==> src/hdl/pfr_pkg.sv <==
// Package for the page frame replacement tracker.
// Holds sizes, the controller state type and the structs passed between cells and controller.
// No dependencies.
`default_nettype none
package pfr_pkg;

  localparam int NUM_FRAMES = 16;
  localparam int PAGE_BITS  = 16;
  localparam int IDX_W      = $clog2(NUM_FRAMES);
  localparam int RANK_W     = $clog2(NUM_FRAMES);
  localparam int NF_W       = $clog2(NUM_FRAMES + 1);
  localparam int FRAME_W    = 4;
  localparam int EVPAGE_W   = 16;
  localparam int FAULT_W    = 32;
  localparam int CFG_IDX_W  = 4;
  localparam int CFG_DATA_W = 5;
  localparam int IN_TDATA_W = ((PAGE_BITS + 7) / 8) * 8;
  localparam int OUT_FLD_W  = 1 + FRAME_W + 1 + EVPAGE_W + FAULT_W;
  localparam int OUT_TDATA_W = ((OUT_FLD_W + 7) / 8) * 8;

  localparam logic [CFG_IDX_W-1:0] REG_POLICY = CFG_IDX_W'(0);
  localparam logic [CFG_IDX_W-1:0] REG_FRAMES = CFG_IDX_W'(1);
  localparam logic [NF_W-1:0]      FRAMES_RESET = NF_W'(4);
  localparam logic [RANK_W-1:0]    RANK_MAX = RANK_W'(NUM_FRAMES - 1);
  localparam logic [RANK_W:0]      RANK_NONE = (RANK_W + 1)'(NUM_FRAMES);
  localparam logic                 POLICY_FIFO = 1'b0;
  localparam logic                 MODE_CLEAR = 1'b1;

  typedef enum logic [1:0] {
    ST_IDLE,
    ST_SEARCH,
    ST_APPLY
  } state_t;

  typedef enum logic [1:0] {
    CMD_NONE,
    CMD_CLEAR,
    CMD_UPDATE
  } cmd_op_t;

  typedef struct packed {
    logic                 valid;
    logic [RANK_W-1:0]    rank;
    logic [PAGE_BITS-1:0] page;
  } frame_t;

  typedef struct packed {
    logic                 hit_found;
    logic [IDX_W-1:0]     hit_idx;
    logic [RANK_W-1:0]    hit_rank;
    logic                 empty_found;
    logic [IDX_W-1:0]     empty_idx;
    logic [RANK_W-1:0]    best_rank;
    logic [IDX_W-1:0]     best_idx;
    logic [PAGE_BITS-1:0] best_page;
  } search_t;

  typedef struct packed {
    cmd_op_t              op;
    logic                 shift;
    logic                 write;
    logic [IDX_W-1:0]     f;
    logic [RANK_W:0]      old_rank;
    logic [PAGE_BITS-1:0] page;
    logic [NF_W-1:0]      nf;
  } cmd_t;

endpackage
`default_nettype wire

==> src/hdl/pfr_cell.sv <==
// One frame cell: stores page, valid bit and recency rank, and one registered stage of
// the search chain. Takes its shifted contents from the next cell. Depends on pfr_pkg.
`default_nettype none
module pfr_cell (
  input  wire                          clk,
  input  wire                          rst_n,
  input  wire  [pfr_pkg::IDX_W-1:0]    idx,
  input  wire  [pfr_pkg::PAGE_BITS-1:0] page_ref,
  input  pfr_pkg::search_t             srch_in,
  input  pfr_pkg::frame_t              nb,
  input  pfr_pkg::cmd_t                cmd,
  output pfr_pkg::frame_t              cur,
  output pfr_pkg::search_t             srch_r
);
  import pfr_pkg::*;

  logic                 valid_r, valid_nxt;
  logic [RANK_W-1:0]    rank_r, rank_nxt;
  logic [PAGE_BITS-1:0] page_r, page_nxt;
  search_t              srch_nxt;
  frame_t               src;
  logic [NF_W-1:0]      idx_ext;

  assign cur     = '{valid: valid_r, rank: rank_r, page: page_r};
  assign idx_ext = NF_W'(idx);

  always_comb begin
    srch_nxt = srch_in;
    if (!srch_in.hit_found && valid_r && (page_r == page_ref)) begin
      srch_nxt.hit_found = 1'b1;
      srch_nxt.hit_idx   = idx;
      srch_nxt.hit_rank  = rank_r;
    end
    if (!srch_in.empty_found && !valid_r) begin
      srch_nxt.empty_found = 1'b1;
      srch_nxt.empty_idx   = idx;
    end
    if ((idx == '0) || (rank_r > srch_in.best_rank)) begin
      srch_nxt.best_rank = rank_r;
      srch_nxt.best_idx  = idx;
      srch_nxt.best_page = page_r;
    end
  end

  always_comb begin
    valid_nxt = valid_r;
    rank_nxt  = rank_r;
    page_nxt  = page_r;
    src       = cur;
    if (cmd.shift && (idx_ext < (cmd.nf - NF_W'(1)))) begin
      src = nb;
    end
    unique case (cmd.op)
      CMD_CLEAR: begin
        valid_nxt = 1'b0;
        rank_nxt  = '0;
      end
      CMD_UPDATE: begin
        if (idx_ext < cmd.nf) begin
          valid_nxt = src.valid;
          rank_nxt  = src.rank;
          page_nxt  = src.page;
          if (idx == cmd.f) begin
            rank_nxt = '0;
            if (cmd.write) begin
              valid_nxt = 1'b1;
              page_nxt  = cmd.page;
            end
          end else if (src.valid && ({1'b0, src.rank} < cmd.old_rank) &&
                       (src.rank < RANK_MAX)) begin
            rank_nxt = src.rank + RANK_W'(1);
          end
        end
      end
      default: begin
      end
    endcase
  end

  always_ff @(posedge clk) begin
    if (!rst_n) begin
      valid_r <= 1'b0;
      rank_r  <= '0;
    end else begin
      valid_r <= valid_nxt;
      rank_r  <= rank_nxt;
    end
  end

  always_ff @(posedge clk) begin
    page_r <= page_nxt;
    srch_r <= srch_nxt;
  end

endmodule
`default_nettype wire

==> src/hdl/pfr_ctrl.sv <==
// Sequencer of the tracker: takes requests and configuration, waits for the search chain,
// issues the update or clear command and holds the result register. Depends on pfr_pkg.
`default_nettype none
module pfr_ctrl (
  input  wire                             clk,
  input  wire                             rst_n,
  input  wire                             in_tvalid,
  output logic                            in_tready,
  input  wire  [pfr_pkg::IN_TDATA_W-1:0]  in_tdata,
  input  wire                             in_tuser,
  output logic                            out_tvalid,
  input  wire                             out_tready,
  output logic [pfr_pkg::OUT_TDATA_W-1:0] out_tdata,
  input  wire                             cfg_valid,
  output logic                            cfg_ready,
  input  wire  [pfr_pkg::CFG_IDX_W-1:0]   cfg_index,
  input  wire  [pfr_pkg::CFG_DATA_W-1:0]  cfg_data,
  input  pfr_pkg::search_t                srch,
  input  pfr_pkg::frame_t                 head,
  output logic [pfr_pkg::PAGE_BITS-1:0]   page_ref,
  output logic [pfr_pkg::NF_W-1:0]        nf,
  output pfr_pkg::cmd_t                   cmd
);
  import pfr_pkg::*;

  state_t               state_r, state_nxt;
  logic [NF_W-1:0]      cnt_r, cnt_nxt;
  logic                 mode_r;
  logic [PAGE_BITS-1:0] page_r;
  logic                 policy_r;
  logic [CFG_DATA_W-1:0] frames_r;
  logic [FAULT_W-1:0]   faults_r, faults_nxt;
  logic                 out_valid_r, out_valid_nxt;
  logic [OUT_TDATA_W-1:0] out_data_r, out_data_nxt;
  logic                 accept, apply;
  logic                 hit;
  logic [IDX_W-1:0]     f;
  logic                 ev_valid;
  logic [PAGE_BITS-1:0] ev_page;

  assign accept     = in_tvalid && in_tready;
  assign cfg_ready  = 1'b1;
  assign out_tvalid = out_valid_r;
  assign out_tdata  = out_data_r;
  assign page_ref   = page_r;

  always_comb begin
    if (frames_r == '0) begin
      nf = NF_W'(1);
    end else if (NF_W'(frames_r) > NF_W'(NUM_FRAMES)) begin
      nf = NF_W'(NUM_FRAMES);
    end else begin
      nf = NF_W'(frames_r);
    end
  end

  always_comb begin
    state_nxt = state_r;
    unique case (state_r)
      ST_IDLE:   if (in_tvalid) state_nxt = ST_SEARCH;
      ST_SEARCH: if (cnt_r == (nf - NF_W'(1))) state_nxt = ST_APPLY;
      ST_APPLY:  if (!out_valid_r || out_tready) state_nxt = ST_IDLE;
      default:   state_nxt = ST_IDLE;
    endcase
  end

  always_comb begin
    in_tready = (state_r == ST_IDLE);
    apply     = (state_r == ST_APPLY) && (!out_valid_r || out_tready);
    cnt_nxt   = (state_r == ST_SEARCH) ? cnt_r + NF_W'(1) : '0;
  end

  always_comb begin
    cmd          = '0;
    cmd.op       = CMD_NONE;
    cmd.page     = page_r;
    cmd.nf       = nf;
    faults_nxt   = faults_r;
    hit          = 1'b0;
    f            = '0;
    ev_valid     = 1'b0;
    ev_page      = '0;
    if (apply) begin
      if (mode_r == MODE_CLEAR) begin
        cmd.op     = CMD_CLEAR;
        faults_nxt = '0;
      end else begin
        cmd.op = CMD_UPDATE;
        if (srch.hit_found) begin
          hit          = 1'b1;
          f            = srch.hit_idx;
          cmd.old_rank = {1'b0, srch.hit_rank};
        end else begin
          if (faults_r != '1) faults_nxt = faults_r + FAULT_W'(1);
          cmd.write = 1'b1;
          if (policy_r == POLICY_FIFO) begin
            cmd.shift    = 1'b1;
            f            = IDX_W'(nf - NF_W'(1));
            cmd.old_rank = RANK_NONE;
            ev_valid     = head.valid;
            ev_page      = head.valid ? head.page : '0;
          end else if (srch.empty_found) begin
            f            = srch.empty_idx;
            cmd.old_rank = RANK_NONE;
          end else begin
            f            = srch.best_idx;
            cmd.old_rank = {1'b0, srch.best_rank};
            ev_valid     = 1'b1;
            ev_page      = srch.best_page;
          end
        end
      end
    end
    cmd.f = f;
  end

  always_comb begin
    out_valid_nxt = out_valid_r;
    out_data_nxt  = out_data_r;
    if (out_valid_r && out_tready) out_valid_nxt = 1'b0;
    if (apply) begin
      out_valid_nxt = 1'b1;
      out_data_nxt  = OUT_TDATA_W'({faults_nxt, EVPAGE_W'(ev_page), ev_valid,
                                    FRAME_W'(f), hit});
    end
  end

  always_ff @(posedge clk) begin
    if (!rst_n) begin
      state_r     <= ST_IDLE;
      cnt_r       <= '0;
      policy_r    <= POLICY_FIFO;
      frames_r    <= CFG_DATA_W'(FRAMES_RESET);
      faults_r    <= '0;
      out_valid_r <= 1'b0;
    end else begin
      state_r     <= state_nxt;
      cnt_r       <= cnt_nxt;
      faults_r    <= faults_nxt;
      out_valid_r <= out_valid_nxt;
      if (cfg_valid && cfg_ready) begin
        if (cfg_index == REG_POLICY) policy_r <= cfg_data[0];
        else if (cfg_index == REG_FRAMES) frames_r <= cfg_data;
      end
    end
  end

  always_ff @(posedge clk) begin
    out_data_r <= out_data_nxt;
    if (accept) begin
      mode_r <= in_tuser;
      page_r <= in_tdata[PAGE_BITS-1:0];
    end
  end

endmodule
`default_nettype wire

==> src/hdl/page_frame_replacement_fifo_lru.sv <==
// Page frame tracker with FIFO or LRU replacement. A request is taken in the idle state,
// then the registered search chain through the frame cells runs in the search state over
// the nf frames in use, and the apply state updates the cells and loads the result.
// A waiting result does not block the next request until its update cycle.
// Synchronous active-low reset empties all frames, zeroes ranks and the fault count,
// and sets FIFO policy with four frames. Depends on pfr_pkg, pfr_cell and pfr_ctrl.
`default_nettype none
module page_frame_replacement_fifo_lru (
  input  wire                             clk,
  input  wire                             rst_n,
  input  wire                             in_tvalid,
  output logic                            in_tready,
  input  wire  [pfr_pkg::IN_TDATA_W-1:0]  in_tdata,   // page
  input  wire                             in_tuser,   // mode
  output logic                            out_tvalid,
  input  wire                             out_tready,
  // hit, frame, evicted_valid, evicted_page, fault_count
  output logic [pfr_pkg::OUT_TDATA_W-1:0] out_tdata,
  input  wire                             cfg_valid,
  output logic                            cfg_ready,
  input  wire  [pfr_pkg::CFG_IDX_W-1:0]   cfg_index,
  input  wire  [pfr_pkg::CFG_DATA_W-1:0]  cfg_data
);
  import pfr_pkg::*;

  frame_t               cur   [NUM_FRAMES];
  frame_t               nb    [NUM_FRAMES];
  search_t              srch  [NUM_FRAMES];
  search_t              srch_in [NUM_FRAMES];
  search_t              srch_sel;
  logic [PAGE_BITS-1:0] page_ref;
  logic [NF_W-1:0]      nf;
  cmd_t                 cmd;

  assign srch_sel = srch[IDX_W'(nf - NF_W'(1))];

  pfr_ctrl u_ctrl (
    .clk        (clk),
    .rst_n      (rst_n),
    .in_tvalid  (in_tvalid),
    .in_tready  (in_tready),
    .in_tdata   (in_tdata),
    .in_tuser   (in_tuser),
    .out_tvalid (out_tvalid),
    .out_tready (out_tready),
    .out_tdata  (out_tdata),
    .cfg_valid  (cfg_valid),
    .cfg_ready  (cfg_ready),
    .cfg_index  (cfg_index),
    .cfg_data   (cfg_data),
    .srch       (srch_sel),
    .head       (cur[0]),
    .page_ref   (page_ref),
    .nf         (nf),
    .cmd        (cmd)
  );

  for (genvar i = 0; i < NUM_FRAMES; i++) begin : g_cell
    if (i == 0) begin : g_first
      assign srch_in[i] = '0;
    end else begin : g_rest
      assign srch_in[i] = srch[i-1];
    end
    if (i == NUM_FRAMES - 1) begin : g_last
      assign nb[i] = '0;
    end else begin : g_mid
      assign nb[i] = cur[i+1];
    end

    pfr_cell u_cell (
      .clk      (clk),
      .rst_n    (rst_n),
      .idx      (IDX_W'(i)),
      .page_ref (page_ref),
      .srch_in  (srch_in[i]),
      .nb       (nb[i]),
      .cmd      (cmd),
      .cur      (cur[i]),
      .srch_r   (srch[i])
    );
  end

endmodule
`default_nettype wire
==> config.mk <==
export PLATFORM = sky130hd
export DESIGN_NAME = page_frame_replacement_fifo_lru
export DESIGN_NICKNAME = d
export VERILOG_FILES = /design/src/hdl/pfr_pkg.sv /design/src/hdl/pfr_cell.sv /design/src/hdl/pfr_ctrl.sv /design/src/hdl/page_frame_replacement_fifo_lru.sv
export SDC_FILE = /design/constraint.sdc
export NUM_CORES = 2
export LEC_CHECK = 0
export ABC_AREA = 1
export BUFFER_PORTS_ARGS = -buffer_cell sky130_fd_sc_hd__clkbuf_2
export CORE_UTILIZATION = 47
export DETAILED_ROUTE_END_ITERATION = 16
export PLACE_DENSITY = 0.7
export SLEW_MARGIN = 25
export SYNTH_ARGS = -nofsm -noshare
export SYNTH_HDL_FRONTEND = slang
export SYNTH_SLANG_ARGS = --single-unit
export TNS_END_PERCENT = 20
==> constraint.sdc <==
create_clock -name clk -period 5.19 [get_ports clk]
set_clock_uncertainty 0.1 [all_clocks]
set_input_delay 1.038 -clock clk [delete_from_list [all_inputs] [get_ports clk]]
set_output_delay 1.038 -clock clk [all_outputs]
set_load 0.03 [all_outputs]
After elaboration in Yosys (flattened, before gate mapping)
Index checks and enable logic that the tools add are counted.
- input port bits: 31
- register bits: 1057
- logic and storage cells: 776
- muxes and demuxes: 244
- reductions and logical operators: 187
- equality and inequality tests: 57
- magnitude comparators: 81
- bitwise gates (word level): 2
- add/sub/neg operators: 19
- operator list (cell ; number):
    two-way mux 16 bit ; 35
    two-way mux 24 bit ; 15
    two-way mux 21 bit ; 16
    two-way mux 4 bit ; 69
    equality test 16 bit ; 16
    binary-select mux 38 bit (select 4 bit) ; 1
    two-way mux 32 bit ; 4
    one-hot mux 4 bit (2 select lines) ; 16
    logical AND 1 bit ; 97
    less-than comparator 4 x 5 -> 1 bit ; 16
    less-than comparator 4 x 5 -> 1 bit, first input constant ; 16
    two-way mux 38 bit ; 2
    AND reduction 2 bit ; 34
    adder 4 x 1 -> 4 bit, second input constant ; 16
    less-than comparator 4 bit, second input constant ; 16
    greater-than comparator 4 bit ; 15
    two-way mux 1 bit ; 54
    zero test 1 bit ; 46
    less-than comparator 3 x 5 -> 1 bit, first input constant ; 8
    two-way mux 5 bit ; 8
    inequality test 2 x 1 -> 1 bit, second input constant ; 18
    adder 32 x 1 -> 32 bit, second input constant ; 1
    equality test 4 bit, first input constant ; 8
    inequality test 32 bit, second input constant ; 1
    27 further kinds ; 62

Longest topological paths before layout
- depth after elaboration: 20
- depth in mapped cells: 38

By module
From an unflattened synthesis, not the netlist that was laid out.
- cells, all modules: 9188
- area total of the unflattened synthesis: 64433.0 um2
- modules (own cells, without submodules) (module ; area an instance (um2) ; times used ; cells each ; sequential area each (um2)):
    pfr_cell at g_cell[0].u_cell ... ; 3144.3 ; 10 ; 411 ; 1341.3
    pfr_cell at g_cell[5].u_cell ... ; 3209.3 ; 4 ; 416 ; 1341.3
    page_frame_replacement_fifo_lru ; 7759.9 ; 1 ; 1849 ; 0.0
    pfr_ctrl ; 6034.5 ; 1 ; 739 ; 3052.9
    pfr_cell at g_cell[9].u_cell ; 3224.3 ; 1 ; 412 ; 1341.3
    pfr_cell at g_cell[3].u_cell ; 3134.3 ; 1 ; 414 ; 1341.3

Worst setup path after synthesis
No wires, ideal clock.
- kind: register to register
- from: register u_ctrl.frames_r[2]
- to: register g_cell[13].u_cell.rank_r[3]
- setup time: 132 ps
- setup slack: -530 ps
- buffers on the path: 11
- stages on the path, launching flop included: 35
- arrival: 5488 ps
- clock period less this slack: 5720 ps
- path through: dfxtp_1 > nor2_2 > nand3_2 > nand2_1 > buf_4 > buf_6 > buf_2 > buf_2 > buf_2 > buf_2 > buf_1 > ha_1 > buf_2 > clkbuf_1 > nand2_1 > buf_2 > buf_1 > a21oi_1 > o21ai_0 > nand3_1 > a311oi_1 > o21ai_0 > nand2_1 > nand4_1 > ha_1 > inv_1 > nor2_1 > nand3_1 > o21ai_0 > nor2_1 > nand3_1 > inv_1 > nand2_1 > nand3_1 > a21oi_1
- word-level cells in the longest chain between the ends: 20
- elaborated cells on any way between the ends: 38
- classes of those cells: 2 x add/sub; 5 x order compare; 2 x eq/ne; 23 x mux; 1 x bitwise; 5 x reduce/logical
- RTL lines (what ; line ; RTL):
    from (decl) ; pfr_ctrl.sv:31 ; logic [CFG_DATA_W-1:0] frames_r;
    from (signal assigned) ; pfr_ctrl.sv:133 ; frames_r <= CFG_DATA_W'(FRAMES_RESET);
    from (signal assigned) ; pfr_ctrl.sv:143 ; else if (cfg_index == REG_FRAMES) frames_r <= cfg_data;
    greater-than comparator 5 bit ; pfr_ctrl.sv:50 ; end else if (NF_W'(frames_r) > NF_W'(NUM_FRAMES)) begin
    two-way mux 5 bit ; pfr_ctrl.sv:50 ;
    two-way mux 5 bit * ; pfr_ctrl.sv:48 ; if (frames_r == '0) begin
    subtractor 5 x 1 -> 5 bit ; pfr_cell.sv:50 ; if (cmd.shift && (idx_ext < (cmd.nf - NF_W'(1)))) begin
    NOT 4 -> 5 bit (implied by the code) ; page_frame_replacement_fifo_lru.sv:35 ; assign srch_sel = srch[IDX_W'(nf - NF_W'(1))];
    binary-select mux 38 bit (select 4 bit) ; page_frame_replacement_fifo_lru.sv:35 ;
    two-way mux 38 bit (implied by the code) (2 in a row) ; page_frame_replacement_fifo_lru.sv:35 ;
    two-way mux 5 bit / two-way mux 2 bit (equally long branches) ; pfr_ctrl.sv:102, pfr_ctrl.sv:89 ;
    (+2 left out) ; n/a ;
    two-way mux 5 bit / logical AND 1 bit (equally long branches) ; pfr_ctrl.sv:84, pfr_cell.sv:50 ;
    two-way mux 5 bit / two-way mux 21 bit (equally long branches) ; pfr_ctrl.sv:83, pfr_cell.sv:50 ;
    less-than comparator 4 x 5 -> 1 bit ; pfr_cell.sv:69 ; end else if (src.valid && ({1'b0, src.rank} < cmd.old_rank) &&
    logical AND 1 bit (2 in a row) ; pfr_cell.sv:69 ;
    two-way mux 4 bit ; pfr_cell.sv:69 ;
    two-way mux 4 bit ; pfr_cell.sv:63 ; if (idx == cmd.f) begin
    two-way mux 4 bit ; pfr_cell.sv:59 ; if (idx_ext < cmd.nf) begin
    one-hot mux 4 bit (2 select lines) ; pfr_cell.sv:53 ; unique case (cmd.op)
    to (signal assigned) ; pfr_cell.sv:86 ; rank_r <= rank_nxt;
    to (decl) ; pfr_cell.sv:18 ; logic [RANK_W-1:0] rank_r, rank_nxt;
Every way passes the cells marked *; elsewhere a longest branch is shown, timed or not. The select of a mux whose other input is x is not followed.
A chain may end at the register's enable or synchronous reset.

==> results.json <==
{
  "total_power_mw": 18.2,
  "synth_top_cell_area_share_pct": 26.9,
  "drive_gt1_share_pct": 9.46,
  "end_kind": "register",
  "p_seq_share_pct": 46.2,
  "vias": 49500,
  "ys.flop_type": "dfxtp_1",
  "max_slew_margin_pct": 26.2,
  "core_area_sq_mm": 0.108,
  "ys_seq_elements": 1016,
  "syn_area_sq_mm": 0.0513,
  "grt_pass1_wl_um": 296000,
  "cts_hold_buf": 0,
  "place_ws_ns": 0.242,
  "ys_seq_area_share_pct": 46.1,
  "via_per_inst": 6.06,
  "grt_pass1_vias": 45700,
  "top_level_ports": 90,
  "hold_path_depth": 0,
  "synthArstFlopShare_pct": 0,
  "dieWidth_um": 332,
  "start_util_pct": 47.6,
  "synth_top_area_cell": "dfxtp_1",
  "yosysMostFrequentCell": "nand2_1",
  "worstPathRequired_ns": 5.51,
  "setup_viol": 0,
  "worstHoldPathType": "reg -> reg",
  "place_congestion": 1.04,
  "drcViolationCount": 0,
  "grt_use_met2_pct": 53.6,
  "synth_edf_count": 327,
  "grt_max_degree": 172,
  "die_area_sq_mm": 0.110,
  "crit_path_max_incr_delay_ns": 0.37,
  "r2r_start": "u_ctrl.frames_r[1]",
  "chipHeight_um": 332,
  "post_drt_wl_per_cell_um": 24.8,
  "finalSetupTns_ns": 0,
  "gr-usage-met3_pct": 7.33,
  "insertion_delay_ns": 0.73,
  "ant_nets": 0,
  "drtIter0Drc": 7002,
  "post-route-min-period_ns": 4.98,
  "p_int_mw": 13.6,
  "arrival_ns": 5.30,
  "gr-total-overflow": 0,
  "worstRegToRegCells": 22,
  "drt_wl_total_um": 202000,
  "drt_first_pass_iters": 7,
  "crit_type": "reg -> reg",
  "path_clk_slew_ns": 0.06,
  "portBuffers": 86,
  "cpMostUsedCell": "nand2_1",
  "r2r_setup_slack_ns": 0.21,
  "hpwl_um": 151000,
  "timing.rr.end": "g_cell[1].u_cell.page_r[9]",
  "max_freq_mhz": 201,
  "p_per_area_mw_per_mm2": 318,
  "p_clk_share_pct": 45.9,
  "placementRows": 120,
  "finalNetCount": 6818,
  "use_met1_pct": 48.3,
  "ir_worst_vdd_mv": 0.257,
  "synthTopCellsByArea": "dfxtp_1 (27%), edfxtp_1 (19%), nand2_1 (12%), o21ai_0 (7.5%), inv_1 (5.7%)",
  "comb_power_share_pct": 7.9,
  "drv_cap": 0,
  "swShare_pct": 25.2,
  "path_buf_inv": 5,
  "hold_start": "g_cell[0].u_cell.page_r[7]",
  "cts.sinks": 1016,
  "top_usage_layer": "met2",
  "synth.lib_cells_used.distinct": 73,
  "crit_path_top_delay_cell": "ha_1",
  "yosys-top-cells-count": "nand2_1 (1,640), inv_1 (775), o21ai_0 (773)",
  "cts_root_buffer": "clkbuf_16",
  "outcome": "finished clean",
  "finalWorstSetupSlack_ns": 0.208,
  "cts_tree": "yes",
  "cts-htree-levels": 3,
  "cts_buffers": 107,
  "synth_area_per_cell_sq_um": 7.71,
  "antenna_found_initial": 5,
  "cts_buffer_depth": 3,
  "rsz0062_at_grt": "yes",
  "start_kind": "register",
  "fin_crit_sh_pct": 96.0,
  "yosys_warnings": 0,
  "path_max_fanout": 17,
  "cp_top_family": "simple AND/OR/NAND/NOR gates",
  "syn_to_final_growth_pct": 11.8,
  "grt.total_usage_pct": 35.5,
  "p_leak_nw": 24.2,
  "switchingPower_mw": 4.59,
  "hold_viol": 0,
  "whs_endpoint": "g_cell[0].u_cell.srch_r[7]",
  "critical_path.cell_chain": "nor2_2, nand2_1, a21oi_1, inv_1, ha_1, clkinvlp_4, buf_4, nand2_1, buf_4, a21oi_1, o21ai_0, nand2_1, o21ai_0, nand2_1, nand3_1, a21oi_1, nor2_2, nand2_1, nor2_2, nand2_1, inv_2, o22ai_1",
  "syn_inst": 6648,
  "tightest_slew_ns": 1.10,
  "maxSlewViolCount": 0
}
==> per-stage QoR <==
stage / util (%) / area (sq um) / hold WS, ns / std cells
2_1_floorplan: - / 51300 / 0.248 / 6649
3_3_place_gp: 49.6 / 53400 / 0.254 / 7948
3_5_place_dp: 49.6 / 53400 / 0.255 / 7948
4_1_cts: 53.1 / 57200 / 0.270 / 8150
5_1_grt: 53.2 / 57300 / 0.292 / 8156
6_report: 53.2 / 57300 / 0.268 / 8157
==> power groups by stage <==
| stage | clock (mW) | sequential (mW) | combinational (mW) |
|---|---|---|---|
| 5_1_grt | 8.71 | 8.43 | 1.50 |
| 4_1_cts | 8.40 | 8.42 | 1.38 |
| 3_5_place_dp | 0 | 8.59 | 1.38 |
| 6_report | 8.38 | 8.42 | 1.44 |
| 2_1_floorplan | 0 | 8.58 | 0.801 |
| 3_3_place_gp | 0 | 8.59 | 1.37 |
==> flip-flops by register name, summed over array words and instances (netlist names), 2 cells and up <==
register and flops:
u_ctrl.state_r 2, g_cell.u_cell.rank_r 64, g_cell.u_cell.srch_r 563, u_ctrl.frames_r 5, u_ctrl.faults_r 32, u_ctrl.page_ref 16
u_ctrl.cnt_r 5, g_cell.u_cell.valid_r 16, g_cell.u_cell.page_r 256, u_ctrl.out_tdata 54
==> kinds of logic (layout without fill, tap and decap cells) <==
kind of cell | after synthesis | count (layout) | share of synthesized area (%)
other | 2 | 5 | 0.0147
adder cells (fa/ha/maj) | 128 | 128 | 3.12
multiplexers | 12 | 12 | 0.264
AND/OR/NAND/NOR | 2463 | 2463 | 20.3
AO/OA/AOI/OAI | 1750 | 1750 | 19.6
XOR/XNOR | 85 | 85 | 1.45
buffers and inverters | 1192 | 1295 | 9.18
flip-flops | 1016 | 1016 | 46.1
==> worst max-delay path by stage <==
stage / from / end / slack (ns) / depth (start not counted)
after CTS: u_ctrl.frames_r[1] / g_cell[14].u_cell.rank_r[2] / 0.21 / 26
after global placement: u_ctrl.frames_r[1] / g_cell[14].u_cell.rank_r[2] / 0.25 / 26
after floorplan: u_ctrl.frames_r[4] / g_cell[13].u_cell.rank_r[3] / 0.007 / 33
final: u_ctrl.frames_r[1] / g_cell[1].u_cell.page_r[9] / 0.21 / 22
after global routing: u_ctrl.frames_r[1] / g_cell[10].u_cell.rank_r[2] / -0.03 / 27
after detailed placement: u_ctrl.frames_r[1] / g_cell[14].u_cell.rank_r[2] / 0.24 / 26
==> what timing repair did <==
action / 4_1_cts / 5_1_grt
endpoints found under the setup margin: 0 / 27
gates resized for setup: 0 / 10
buffers inserted: 0 / 4
==> layer usage <==
layer  vias to the layer above  share of wire [%]
met3                       605                 12
li1                      22500                  -
met4                         2                5.7
met5                         -             0.0064
met2                      3166                 43
met1                     23200                 40
==> worst register-to-register path: stages (launching register included) <==
cell and delay, ns:
dfxtp_1 0.33, nor2_2 0.19, nand2_1 0.14, a21oi_1 0.14
inv_1 0.09, ha_1 0.37, clkinvlp_4 0.28, buf_4 0.28
nand2_1 0.09, buf_4 0.33, a21oi_1 0.08, o21ai_0 0.14
nand2_1 0.07, o21ai_0 0.34, nand2_1 0.13, nand3_1 0.13
a21oi_1 0.12, nor2_2 0.28, nand2_1 0.22, nor2_2 0.30
nand2_1 0.11, inv_2 0.30, o22ai_1 0.14
==> cell type report <==
cell class / instances / area (sq um)
Timing Repair Buffer: 272 / 1950
Clock inverter: 50 / 629
Tap cell: 1403 / 1760
Inverter: 821 / 3090
Sequential cell: 1016 / 23600
Multi-Input combinational cell: 4441 / 23100
Clock buffer: 152 / 3200
Fill cell: 10300 / 50300
Antenna cell: 2 / 5.00
==> placed cells by master (no fill, tap or decap), types with 19 or more instances in the layout <==
cell type / count
nand2_1: 1636
inv_1: 774
o21ai_0: 773
dfxtp_1: 687
o22ai_1: 373
edfxtp_1: 327
nor2_1: 292
a21oi_1: 291
nand3_1: 228
buf_4: 177
ha_1: 127
clkbuf_16: 114
clkbuf_2: 86
o21ai_1: 70
nand4_1: 67
xor2_1: 66
nor3_1: 64
o211ai_1: 60
nor4_1: 52
inv_2: 38
a221oi_1: 35
nand2_2: 20
or2_2: 20
clkbuf_8: 20
xnor2_1: 19
Note: power is estimated with default switching activity, not from simulation.
